==> src/rtl/plc_pkg.sv <==
// Package for the positional list store: beat types, operation and status
// codes, and the control word broadcast along the row of entry cells.
// No dependencies.
package plc_pkg;

  // Fixed field widths of the request and response beats.
  localparam int unsigned FUNC_W  = 3;
  localparam int unsigned INDEX_W = 7;
  localparam int unsigned VALUE_W = 32;
  localparam int unsigned STAT_W  = 2;
  localparam int unsigned COUNT_W = 7;

  // Operation codes.
  localparam logic [FUNC_W-1:0] FN_APPEND   = 3'd0;
  localparam logic [FUNC_W-1:0] FN_PREPEND  = 3'd1;
  localparam logic [FUNC_W-1:0] FN_INSERT   = 3'd2;
  localparam logic [FUNC_W-1:0] FN_READ     = 3'd3;
  localparam logic [FUNC_W-1:0] FN_DEL_HEAD = 3'd4;
  localparam logic [FUNC_W-1:0] FN_DEL_TAIL = 3'd5;
  localparam logic [FUNC_W-1:0] FN_DEL_AT   = 3'd6;

  // Status codes.
  localparam logic [STAT_W-1:0] ST_OK      = 2'd0;
  localparam logic [STAT_W-1:0] ST_INVALID = 2'd1;
  localparam logic [STAT_W-1:0] ST_EMPTY   = 2'd2;
  localparam logic [STAT_W-1:0] ST_FULL    = 2'd3;

  // Value returned by a read at a bad index.
  localparam logic signed [VALUE_W-1:0] READ_BAD = -32'sd1;

  typedef struct packed {
    logic [FUNC_W-1:0]         func;
    logic [INDEX_W-1:0]        index;
    logic signed [VALUE_W-1:0] value;
  } req_t;

  typedef struct packed {
    logic signed [VALUE_W-1:0] read_value;
    logic [STAT_W-1:0]         status;
    logic [COUNT_W-1:0]        count;
  } rsp_t;

  // Control broadcast to every cell: open a gap, close a gap, and the
  // word that fills an opened gap.
  typedef struct packed {
    logic                      ins;
    logic                      del;
    logic signed [VALUE_W-1:0] value;
  } cell_ctl_t;

endpackage

==> src/rtl/plc_cell.sv <==
// One entry cell of the positional list store. It holds one list word and
// shifts toward the tail on insert or toward the head on delete.
// Depends on plc_pkg.
module plc_cell #(
  parameter int unsigned POS_W = 7,
  parameter int unsigned SLOT  = 0
) (
  input  logic                               clk,
  input  plc_pkg::cell_ctl_t                 ctl,
  input  logic [POS_W-1:0]                   pos,
  input  logic signed [plc_pkg::VALUE_W-1:0] left,
  input  logic signed [plc_pkg::VALUE_W-1:0] right,
  output logic signed [plc_pkg::VALUE_W-1:0] data,
  output logic signed [plc_pkg::VALUE_W-1:0] rd
);

  localparam logic [POS_W-1:0] MY_POS = POS_W'(SLOT);

  logic                               at_pos;
  logic                               past_pos;
  logic signed [plc_pkg::VALUE_W-1:0] data_next;

  assign at_pos   = (pos == MY_POS);
  assign past_pos = (MY_POS > pos);

  // Insert takes the new word at the gap and the left neighbor behind it;
  // delete takes the right neighbor from the gap onward.
  always_comb begin
    data_next = data;
    if (ctl.ins) begin
      if (at_pos) begin
        data_next = ctl.value;
      end else if (past_pos) begin
        data_next = left;
      end
    end else if (ctl.del) begin
      if (at_pos || past_pos) begin
        data_next = right;
      end
    end
  end

  always_ff @(posedge clk) begin
    data <= data_next;
  end

  // Masked word for the read OR-reduction.
  assign rd = at_pos ? data : '0;

endmodule

==> config.mk <==
export PLATFORM = sky130hd
export DESIGN_NAME = plc_cell
export DESIGN_NICKNAME = d
export VERILOG_FILES = /design/src/rtl/plc_pkg.sv /design/src/rtl/plc_cell.sv
export SDC_FILE = /design/constraint.sdc
export NUM_CORES = 1
export LEC_CHECK = 0
export BUFFER_PORTS_ARGS = -buffer_cell sky130_fd_sc_hd__buf_4
export CAP_MARGIN = 15
export CORE_MARGIN = 2
export CORE_UTILIZATION = 36
export CTS_BUF_LIST = sky130_fd_sc_hd__clkbuf_8
export CTS_CLUSTER_SIZE = 16
export DETAILED_ROUTE_END_ITERATION = 6
export GPL_TIMING_DRIVEN = 0
export MAX_ROUTING_LAYER = met4
export PLACE_DENSITY = 0.76
export SYNTH_ARGS = -nofsm -noshare
export SYNTH_HDL_FRONTEND = slang
export SYNTH_SLANG_ARGS = --single-unit
==> constraint.sdc <==
create_clock -name clk -period 2.7 [get_ports clk]
set_input_delay 0.54 -clock clk [delete_from_list [all_inputs] [get_ports clk]]
set_output_delay 0.54 -clock clk [all_outputs]
set_load 0.005 [all_outputs]
After elaboration in Yosys (flattened, before gate mapping)
Cells that the tools add are included.

Bits in read-only memories: 0. RAM bits: 0. Latch bits: 0. Output and inout bits: 64. Memories kept: 0. Input bits: 106. Word-level logic and storage cells: 14. Register bits after elaboration: 32.

Magnitude comparators: 1. Bitwise gates (word level): 0. Equality and inequality tests: 1. $add $sub $neg: 0. Reductions and logical operators: 5. Div/mod/pow operators: 0. Shift-type cells: 0. Muxes and demuxes: 6. Multiply operators: 0.

Operators by type and width (count): two-way mux 32 bit (6); > comparator 1 x 7 -> 1 bit, first input constant (1); zero test 7 bit (1); nonzero test 2 bit (2); != test 3 x 1 -> 1 bit, second input constant (1); AND reduction 3 bit (1); logical OR 1 bit (1).

Longest topological paths before layout
Gate-level depths: netlist of the first run.

Depth after elaboration: 5. Mapped depth: 5. Gate-level depth less buffers: 3.

Worst setup path after synthesis of the first run
No wires, ideal clock.

Path type: input to register. Start point: in pos[4]. End point: reg data[0] (netlist bit) (enable). Path slack: 0.054 ns. Cell stages on the path: 5. Arrival: 2.255 ns. Data required time: 2.309 ns. Buffers on the path: 2. Setup time: 0.391 ns. Cells stage by stage: or4_4 -> buf_6 -> nor2_8 -> buf_8 -> o21a_1.

Word-level cells in the longest chain between the ends: 4. Elaborated cells on any way between the ends: 6. Classes of those cells: 1 x order compare; 1 x eq/ne; 4 x reduce/logical.

Ends and longest elaborated chain: from (decl) (RTL line plc_cell.sv:10) `input logic [POS_W-1:0] pos,`; > comparator 1 x 7 -> 1 bit / zero test 7 bit (equally long branches) (RTL line plc_cell.sv:24, plc_cell.sv:23); logical OR 1 bit (RTL line plc_cell.sv:37) `if (at_pos || past_pos) begin`; nonzero test 2 bit (no line); AND reduction 3 bit (no line) *; to (signal assigned) (RTL line plc_cell.sv:44) `data <= data_next;`; to (decl) (RTL line plc_cell.sv:13) `output logic signed [plc_pkg::VALUE_W-1:0] data,`.

Every way passes the cells marked *; elsewhere a longest branch is shown, timed or not. A chain may end at the register's enable or synchronous reset.

Final worst setup path of the first run
Start point: in pos[3]. End point: out rd[0] (netlist bit).

Word-level cells in the longest chain between the ends: 2.

Ends and longest elaborated chain: zero test 7 bit (RTL line plc_cell.sv:23) `assign at_pos = (pos == MY_POS);`; two-way mux 32 bit (RTL line plc_cell.sv:48) `assign rd = at_pos ? data : '0;`; to (decl) (RTL line plc_cell.sv:14) `output logic signed [plc_pkg::VALUE_W-1:0] rd`.

No other way between the ends.

==> results of run 1 <==
cell families after synthesis:
kind of cell	synth area share
buf+inv	0.06358
compound gates	0.2232
simple gates	0.2525
flops	0.4607
cell type report:
class,instances,area (um2),share of cell area
flip-flops and latches,32,960.9,0.2685
clock buffers,5,68.82,0.01923
well taps,72,90.09,0.02517
plain buffers,25,128.9,0.03601
clock inverters,3,37.54,0.01049
repair buffers,170,1296,0.3622
multi-input cells,166,992.2,0.2773
inverters,1,3.754,0.001049
routing by layer:
layer	GRT usage	vias up	wire length (um)
li1	-	1205	-
met1	0.3016	1209	3129
met2	0.4167	126	4104
met3	0.04045	19	536
met4	0.08814	0	190
met5	-	-	0
cells in the mapped netlist:
| master | instances |
|---|---|
| o21a_1 | 1 |
| and3_1 | 32 |
| o21ai_0 | 18 |
| and2_1 | 14 |
| a221o_2 | 4 |
| buf_8 | 1 |
| nor2_8 | 1 |
| or4_4 | 1 |
| edfxtp_1 | 32 |
| a21oi_1 | 22 |
| nor4_4 | 1 |
| inv_1 | 1 |
| a221o_1 | 10 |
| clkbuf_1 | 17 |
| or3_1 | 1 |
| nor2_1 | 18 |
| nand2_1 | 14 |
| buf_6 | 2 |
| buf_4 | 1 |
| nand3_1 | 10 |
| nor3_2 | 1 |
| buf_2 | 4 |
| a31oi_1 | 18 |
metrics by stage:
| step | std cells | util | setup WS (ns) | area (um2) |
|---|---|---|---|---|
| after floorplan | 224 | - | 0.05419 | 2086 |
| after global placement | 465 | 0.6217 | -0.4989 | 3445 |
| after detailed placement | 466 | 0.6267 | -0.09670 | 3472 |
| after CTS | 474 | 0.6459 | 0.1524 | 3578 |
| after global routing | 474 | 0.6459 | 0.05041 | 3578 |
| final | 474 | 0.6459 | 0.1378 | 3578 |
power groups by stage:
| stage | Combinational, mW | Clock, mW | Sequential, mW |
|---|---|---|---|
| floorplan | 0.0954 | 0 | 0.565 |
| global placement | 0.242 | 0 | 0.565 |
| detailed placement | 0.248 | 0 | 0.566 |
| CTS | 0.249 | 0.458 | 0.555 |
| global route | 0.272 | 0.478 | 0.555 |
| finish | 0.250 | 0.458 | 0.554 |
final timing paths:
path / depth (start not counted) / slack, ns / startpoint / endpoint
hold / removal: 2 / 0.55 / right[30] / data[30]$_DFFE_PP_
setup / recovery: 5 / 0.14 / pos[3] / rd[0]
==> summary.md, run 1 <==
| Metric | Value |
|---|---|
| Status | completed |
| Pin count of the biggest net entering global routing | 21 |
| VDD IR max | 0.0002298 V |
| Mapped Area | 2086 um2 |
| GR Overflow Total | 0 |
| Biggest register | data |
| Seq cells post-synth | 32 |
| Vias in the first global route | 2384 |
| Via count | 2559 |
| Int Pwr | 0.9701 mW |
| Die Ht | 80.12 um |
| Detailed Place HPWL | 6197 um |
| Site row count | 27 |
| Commonest non-fill, non-tap cell in the layout | buf_4 |
| Area leader, netlist | edfxtp_1 |
| Mapped Nets | 330 |
| Synth top area share | 0.4607 |
| Crit path max fanout | 10 |
| Most common cell on crit path | buf_4 |
| Num CTS Buffers | 5 |
| Most frequent cells in the layout | buf_4 (170), and3_1 (32), edfxtp_1 (32) |
| Synth top area cells | edfxtp_1 (46%), and3_1 (9.6%), a31oi_1 (5.4%), a21oi_1 (5.3%), a221o_1 (4.8%) |
| Number of buffers added on ports | 169 |
| TritonCTS Sinks | 32 |
| CP Launch Type | input port |
| TritonCTS clock tree | yes |
| Delay-heaviest family, CP | simple AND/OR/NAND/NOR gates |
| Initial core utilization | 0.3765 |
| Antenna Cells | 0 |
| Mean Syn Cell Area | 9.311 um2 |
| CP Buf/Inv Count | 3 |
| Core Region | 5540 um2 |
| Hold WS | 0.5451 ns |
| Cts repair resizes | 0 |
| Initial antenna violation count | 0 |
| Fill count | 479 |
| Worst-path clk slew | 0.08 ns |
| CP Cell Sequence | buf_4 > nor3_2 > clkbuf_1 > and3_1 > buf_4 |
| Total Neg Setup Slack | 0 ns |
| Layout cells sized above 1 | 0.4776 |
| # setup viols final | 0 |
| Die W | 80.12 um |
| Crit end category | primary output |
| Critical path data required time | 2.16 ns |
| Clock buffer depth | 2 |
| Worst Tran Pin Value | 0.7069 ns |
| Crit path largest cell delay | 0.60 ns |
| Final Wtd Congestion | 0.8397 |
| Final WL | 7959 um |
| Max-cap violation count | 0 |
| 1st-pass router iterations | 4 |
| Fmax | 390.3 MHz |
| First-pass GRT wire length | 11860 um |
| Area delta synth->final | 71.57% |
| Cell variety after synth | 23 |
| Root buf cell | clkbuf_8 |
| Antenna violation net count after detailed routing | 0 |
| Arrival @ worst endpoint | 2.02 ns |
| Iteration-0 DRC Markers | 147 |
| Clock network fraction of total power | 0.363 |
| Post-Synthesis Cells | 224 |
| Crit Path Class | in -> out |
| Register area share after synthesis | 0.4607 |
| GRT Util Overall | 0.2477 |
| NumNets Final | 507 |
| Relative slew slack | 0.5262 |
| Synth warnings | 0 |
| Seq pwr share | 0.439 |
| Worst Hold Class | in -> reg |
| Share of the cycle needed by the critical path after routing | 0.9489 |
| Post-DR wirelength/cell | 16.79 um |
| P per Cell Area | 352.9 nW/um2 |
| Total power | 1.263 mW |
| RSZ-0062 raised after global routing | false |
| DRC errors left | 0 |
| H-tree level count | 2 |
| Combinational Power Share | 0.198 |
| # Post-CTS Setup Buffers | 0 |
| Sw frac | 0.2318 |
| Leading registers by flop count | data (32) |
| Hold-fix buffers at CTS | 0 |
| Minimum clock period | 2.562 ns |
| Number of flip-flops in the largest register | 32 |
| Slew Limit Fails | 0 |
| Sw Pwr | 0.2927 mW |
| Top-Level Pins | 170 |
| Hold Vio Cnt, Final | 0 |
| Slowest library cell on the worst path | nor3_2 |
| Static Leak | 1.720 nW |
| Vias per cell | 5.399 |
| DIE AREA | 6418 um2 |
Power figures use the tool's default switching activity.
==> inputs of run 2 (changes only) <==
ABC_AREA = 1   (was unset)
CORE_UTILIZATION = 41   (was 36)
CTS_CLUSTER_DIAMETER = 150   (was unset)
PLACE_DENSITY = 0.77   (was 0.76)
==> summary.md, run 2 <==
| Metric | Value |
|---|---|
| H-tree level count | 2 (unchanged) |
| Top-Level Pins | 170 (unchanged) |
| Layout cells sized above 1 | 0.5159 (was 0.4776) |
| Final Wtd Congestion | 0.8132 (was 0.8397) |
| GR Overflow Total | 0 (unchanged) |
| Commonest cells in the netlist | inv_1 (97), nand2_1 (64), nand3_1 (54), edfxtp_1 (32) (was and3_1 (32), edfxtp_1 (32), a21oi_1 (22)) |
| P per Cell Area | 275.1 nW/um2 (was 352.9 nW/um2) |
| Root buf cell | clkbuf_8 (unchanged) |
| Cts repair resizes | 0 (unchanged) |
| Antenna Cells | 0 (unchanged) |
| Main flop type after synthesis | edfxtp_1 (unchanged) |
| Arrival @ worst endpoint | 1.50 ns (was 2.02 ns) |
| Most frequent cells in the layout | buf_4 (170), inv_1 (97), nand2_1 (64) (was buf_4 (170), and3_1 (32), edfxtp_1 (32)) |
| Core Region | 6756 um2 (was 5540 um2) |
| Clock buffer depth | 2 (unchanged) |
| Hold wc startpoint | right[19] (was right[30]) |
| NumNets Final | 638 (was 507) |
| Mean Syn Cell Area | 8.015 um2 (was 9.311 um2) |
| Vias in the first global route | 2648 (was 2384) |
| Worst Hold Class | in -> reg (unchanged) |
| GRT Util Overall | 0.2036 (was 0.2477) |
| Initial antenna violation count | 0 (unchanged) |
| TritonCTS clock tree | yes (unchanged) |
| Worst Tran Pin Value | 0.8999 ns (was 0.7069 ns) |
| Pre-CTS setup slack | 0.4502 ns (was -0.09670 ns) |
| Status | completed (unchanged) |
| Post-Synthesis Cells | 357 (was 224) |
| Critical path data required time | 2.16 ns (about the same) |
| Worst-path clk slew | 0.07 ns (was 0.08 ns) |
| Post-DR wirelength/cell | 12.55 um (was 16.79 um) |
| Slew Limit Fails | 0 (unchanged) |
| Via count | 2753 (was 2559) |
| WHS Path Cells | 3 (was 2) |
| Vias per cell | 4.491 (was 5.399) |
| Fmax | 490.4 MHz (was 390.3 MHz) |
| Post-route design area | 4313 um2 (was 3578 um2) |
| Leading registers by flop count | data (32) (unchanged) |
| Total power | 1.187 mW (was 1.263 mW) |
| Initial core utilization | 0.4235 (was 0.3765) |
| Static Leak | 2.298 nW (was 1.720 nW) |
| Pin count of the biggest net entering global routing | 33 (was 21) |
| Site row count | 30 (was 27) |
| Area delta synth->final | 50.72% (was 71.57%) |
| 1st-pass router iterations | 4 (unchanged) |
| Max-cap violation count | 0 (unchanged) |
| Crit path max fanout | 10 (unchanged) |
| Relative slew slack | 0.3986 (was 0.5262) |
| First-pass GRT wire length | 12060 um (was 11860 um) |
| Area leader, netlist | edfxtp_1 (unchanged) |
| Mapped Nets | 463 (was 330) |
| Die Ht | 87.54 um (was 80.12 um) |
| Iteration-0 DRC Markers | 161 (was 147) |
| TritonCTS Sinks | 32 (unchanged) |
| Cell variety after synth | 21 (was 23) |
| Worst setup margin | 0.6608 ns (was 0.1378 ns) |
| # setup viols final | 0 (unchanged) |
| Minimum clock period | 2.039 ns (was 2.562 ns) |
| Crit Path Class | in -> out (unchanged) |
| Register area share after synthesis | 0.3358 (was 0.4607) |
| Synth top area cells | edfxtp_1 (34%), inv_1 (13%), nor2_4 (12%), nand3_1 (9.4%), o21ai_2 (9.2%) (was edfxtp_1 (46%), and3_1 (9.6%), a31oi_1 (5.4%), a21oi_1 (5.3%), a221o_1 (4.8%)) |
| Synth top area share | 0.3358 (was 0.4607) |
| Most frequent cell after synthesis | inv_1 |
| VDD IR max | 0.0001734 V (was 0.0002298 V) |
| Commonest non-fill, non-tap cell in the layout | buf_4 (unchanged) |
| DIE AREA | 7663 um2 (was 6418 um2) |
| Biggest register | data (unchanged) |
| Num CTS Buffers | 5 (unchanged) |
| Final core area utilization | 0.6383 (was 0.6459) |
| Number of enable flip-flop cells after synthesis | 32 (unchanged) |
| Seq cells post-synth | 32 (unchanged) |
| Cell Area, Placed | 4230 um2 (was 3472 um2) |
| Asr flop ratio synth | 0 (unchanged) |
| Synth warnings | 0 (unchanged) |
| Crit end category | primary output (unchanged) |
| RSZ-0062 raised after global routing | false (unchanged) |
| Antenna violation net count after detailed routing | 0 (unchanged) |
| Worst Hold Endpoint | data[19]$_DFFE_PP_ (was data[30]$_DFFE_PP_) |
| DRC errors left | 0 (unchanged) |
| Share of the cycle needed by the critical path after routing | 0.7553 (was 0.9489) |
| Final WL | 7693 um (was 7959 um) |
| Number of buffers added on ports | 168 (was 169) |
| Die W | 87.54 um (was 80.12 um) |
| # Post-CTS Setup Buffers | 0 (unchanged) |
| Detailed Place HPWL | 6395 um (was 6197 um) |
| Mapped Area | 2861 um2 (was 2086 um2) |
| Number of flip-flops in the largest register | 32 (unchanged) |
| CP Launch Type | input port (unchanged) |
| Hold-fix buffers at CTS | 0 (unchanged) |
| Hold Vio Cnt, Final | 0 (unchanged) |
[run 2: cell types whose count changed after synthesis, sizes merged, moves of 19 or more]
cell	before	now
inv	1	101
nand2	14	68
nand3	10	64
and3	32	0
a21oi	22	0
nor2	19	38
[run 2: area by class of cell]
cell class / count / area [um2]
Buffer: 22 / 201.4
Clock buffer: 5 / 68.82
Clock inverter: 3 / 13.76
Fill cell: 600 / 2444
Inverter: 101 / 384.1
Multi-Input combinational cell: 202 / 1323
Sequential cell: 32 / 960.9
Tap cell: 80 / 100.1
Timing Repair Buffer: 168 / 1261
[run 2: cell families (layout without fill, tap and decap cells)]
group,after synthesis,in the layout,share of synthesized area
flip-flops,32,32,0.3358
AO/OA/AOI/OAI,32,32,0.09532
AND/OR/NAND/NOR,170,170,0.3642
buffers and inverters,123,299,0.2046
[run 2: metal layers]
| layer | wire (um) | up-vias | GRT usage |
|---|---|---|---|
| li1 | - | 1432 | - |
| met1 | 3061 | 1223 | 0.2415 |
| met2 | 4149 | 92 | 0.3650 |
| met3 | 392 | 6 | 0.02356 |
| met4 | 90 | 0 | 0.05315 |
| met5 | 0 | - | - |
[run 2: worst max-delay path by stage]
stage                     slack (ns)    from                 end
final                           0.66  pos[5]              rd[11]
after global routing            0.59  pos[5]              rd[30]
after CTS                       0.65  pos[5]              rd[11]
after detailed placement        0.45  pos[5]  data[21]$_DFFE_PP_
after global placement         -0.03  pos[5]  data[23]$_DFFE_PP_
after floorplan                 0.50  pos[5]   data[0]$_DFFE_PP_
[run 2: per-stage QoR]
step	instances	hold slack, ns	setup TNS [ns]
floorplan	357	0.7259	0
global placement	605	0.8114	-1.019
detailed placement	605	0.8146	0
CTS	613	0.5268	0
global route	613	0.5245	0
finish	613	0.5323	0
[run 2: power by group]
group / internal (mW) / total, mW / leakage, nW / switching, mW
Combinational: 0.156 / 0.285 / 1.97 / 0.130
Sequential: 0.553 / 0.555 / 0.278 / 0.00137
Clock: 0.175 / 0.346 / 0.0453 / 0.172
[run 2: worst max-delay path, cell delays in order]
cell and delay, ns:
buf_4 0.11, nor2_2 0.13, nand2_4 0.11, inv_6 0.11, nand2_4 0.10, buf_8 0.19
nor2_4 0.08, buf_4 0.11
==> inputs of run 3 (changes only) <==
CORE_UTILIZATION = 42   (was 41)
PLACE_DENSITY = 0.76   (was 0.77)
clock period = 1.9 ns   (was 2.7 ns; I/O delays follow)
==> summary.md, run 3 (synthesis results as in run 2) <==
| Metric | Value |
|---|---|
| Hold WS | 0.3582 ns (was 0.5323 ns) |
| Final WL | 8276 um (was 7693 um) |
| Via count | 2868 (was 2753) |
| Die W | 86.54 um (was 87.54 um) |
| Static Leak | 2.306 nW (was 2.298 nW) |
| Leading registers by flop count | data (32) (unchanged) |
| Crit path max fanout | 16 (was 10) |
| Total Neg Setup Slack | 0 ns (unchanged) |
| TritonCTS Sinks | 32 (unchanged) |
| Hold Vio Cnt, Final | 0 (unchanged) |
| Biggest register | data (unchanged) |
| P per Cell Area | 425.0 nW/um2 (was 275.1 nW/um2) |
| GR Overflow Total | 0 (unchanged) |
| Area delta synth->final | 51.77% (was 50.72%) |
| VDD IR max | 0.0001975 V (was 0.0001734 V) |
| Worst Hold Class | in -> reg (unchanged) |
| Initial antenna violation count | 0 (unchanged) |
| Crit Path Class | in -> reg (was in -> out) |
| Worst Hold Endpoint | data[12]$_DFFE_PP_ (was data[19]$_DFFE_PP_) |
| Number of buffers added on ports | 168 (unchanged) |
| TritonCTS clock tree | yes (unchanged) |
| # setup viols final | 0 (unchanged) |
| Final Wtd Congestion | 0.8057 (was 0.8132) |
| DIE AREA | 7489 um2 (was 7663 um2) |
| Post-DR wirelength/cell | 13.48 um (was 12.55 um) |
| Most frequent cells in the layout | buf_4 (170), inv_1 (97), nand2_1 (64) (unchanged) |
| Pin count of the biggest net entering global routing | 33 (unchanged) |
| DRC errors left | 0 (unchanged) |
| Relative slew slack | 0.4200 (was 0.3986) |
| H-tree level count | 2 (unchanged) |
| First-pass GRT wire length | 12980 um (was 12060 um) |
| Root buf cell | clkbuf_8 (unchanged) |
| Fmax | 571.1 MHz |
| Minimum clock period | 1.751 ns |
| Commonest non-fill, non-tap cell in the layout | buf_4 (unchanged) |
| Initial core utilization | 0.4283 (was 0.4235) |
| 1st-pass router iterations | 4 (unchanged) |
| CP Launch Type | input port (unchanged) |
| Number of flip-flops in the largest register | 32 (unchanged) |
| Hold-fix buffers at CTS | 0 (unchanged) |
| # Post-CTS Setup Buffers | 0 (unchanged) |
| Site row count | 30 (unchanged) |
| RSZ-0062 raised after global routing | false (unchanged) |
| Pre-CTS setup slack | -0.2106 ns (was 0.4502 ns) |
| Antenna Cells | 0 (unchanged) |
| Arrival @ worst endpoint | 1.67 ns (was 1.50 ns) |
| NumNets Final | 639 (was 638) |
| WHS Path Cells | 3 (unchanged) |
| Worst Tran Pin Value | 0.8691 ns (was 0.8999 ns) |
| Vias in the first global route | 2782 (was 2648) |
| Detailed Place HPWL | 6603 um (was 6395 um) |
| Hold wc startpoint | right[12] (was right[19]) |
| Die Ht | 86.54 um (was 87.54 um) |
| Iteration-0 DRC Markers | 118 (was 161) |
| Status | completed (unchanged) |
| Clock buffer depth | 2 (unchanged) |
| Antenna violation net count after detailed routing | 0 (unchanged) |
| Core Region | 6681 um2 (was 6756 um2) |
| Max-cap violation count | 0 (unchanged) |
| Critical path data required time | 1.82 ns (was 2.16 ns) |
| Worst-path clk slew | 0.07 ns (about the same) |
| Crit end category | register (was primary output) |
| Vias per cell | 4.671 (was 4.491) |
| Share of the cycle needed by the critical path after routing | 0.9216 |
| Top-Level Pins | 170 (unchanged) |
| Worst setup margin | 0.1489 ns (was 0.6608 ns) |
| GRT Util Overall | 0.2274 (was 0.2036) |
| Slew Limit Fails | 0 (unchanged) |
| Layout cells sized above 1 | 0.5150 (was 0.5159) |
| Num CTS Buffers | 5 (unchanged) |
[run 3: timing repair]
item / in CTS / in global routing
hold endpoints to repair: 0 / 0
gates resized for setup: 0 / 0
setup endpoints to repair: 0 / 6
[run 3: how the worst max path moves through the flow]
stage | depth (start not counted) | from | end
2_1_floorplan | 5 | pos[5] | data[0]$_DFFE_PP_
3_3_place_gp | 6 | pos[5] | data[27]$_DFFE_PP_
3_5_place_dp | 6 | pos[5] | data[21]$_DFFE_PP_
4_1_cts | 6 | pos[5] | data[4]$_DFFE_PP_
5_1_grt | 6 | pos[5] | data[10]$_DFFE_PP_
6_report | 6 | pos[5] | data[1]$_DFFE_PP_
[run 3: power breakdown]
part / internal, mW / leakage [nW] / total [mW] / switching [mW]
clock: 0.382 / 0.0532 / 0.647 / 0.265
combinational: 0.221 / 1.98 / 0.411 / 0.190
sequential: 0.786 / 0.278 / 0.788 / 0.00192
[run 3: cell type report]
| cell class | instances | area [um2] |
|---|---|---|
| flip-flops and latches | 32 | 960.9 |
| well taps | 80 | 100.1 |
| fillers | 588 | 2338 |
| repair buffers | 168 | 1261 |
| inverters | 101 | 384.1 |
| clock inverters | 3 | 37.54 |
| plain buffers | 22 | 201.4 |
| multi-input cells | 203 | 1329 |
| clock buffers | 5 | 68.82 |
[run 3: routing by layer]
metal / global-route usage / part of all wire
met2: 0.4154 / 0.55
met4: 0.07386 / 0.016
met3: 0.03048 / 0.051
met1: 0.2549 / 0.38
met5: - / 0
[run 3: metrics by stage]
| stage | cell area [um2] | total power, mW | instances | utilization |
|---|---|---|---|---|
| floorplan | 2869 | 0.9953 | 357 | - |
| global placement | 4230 | 1.203 | 605 | 0.6331 |
| detailed placement | 4230 | 1.213 | 605 | 0.6331 |
| CTS | 4337 | 1.851 | 613 | 0.6491 |
| global route | 4343 | 1.925 | 614 | 0.6500 |
| finish | 4343 | 1.846 | 614 | 0.6500 |
[run 3: critical path: stages]
cell and delay, ns:
buf_4 0.11, nor2_2 0.14, nand2_4 0.11, inv_6 0.10
nand2_4 0.11, nor2_2 0.71
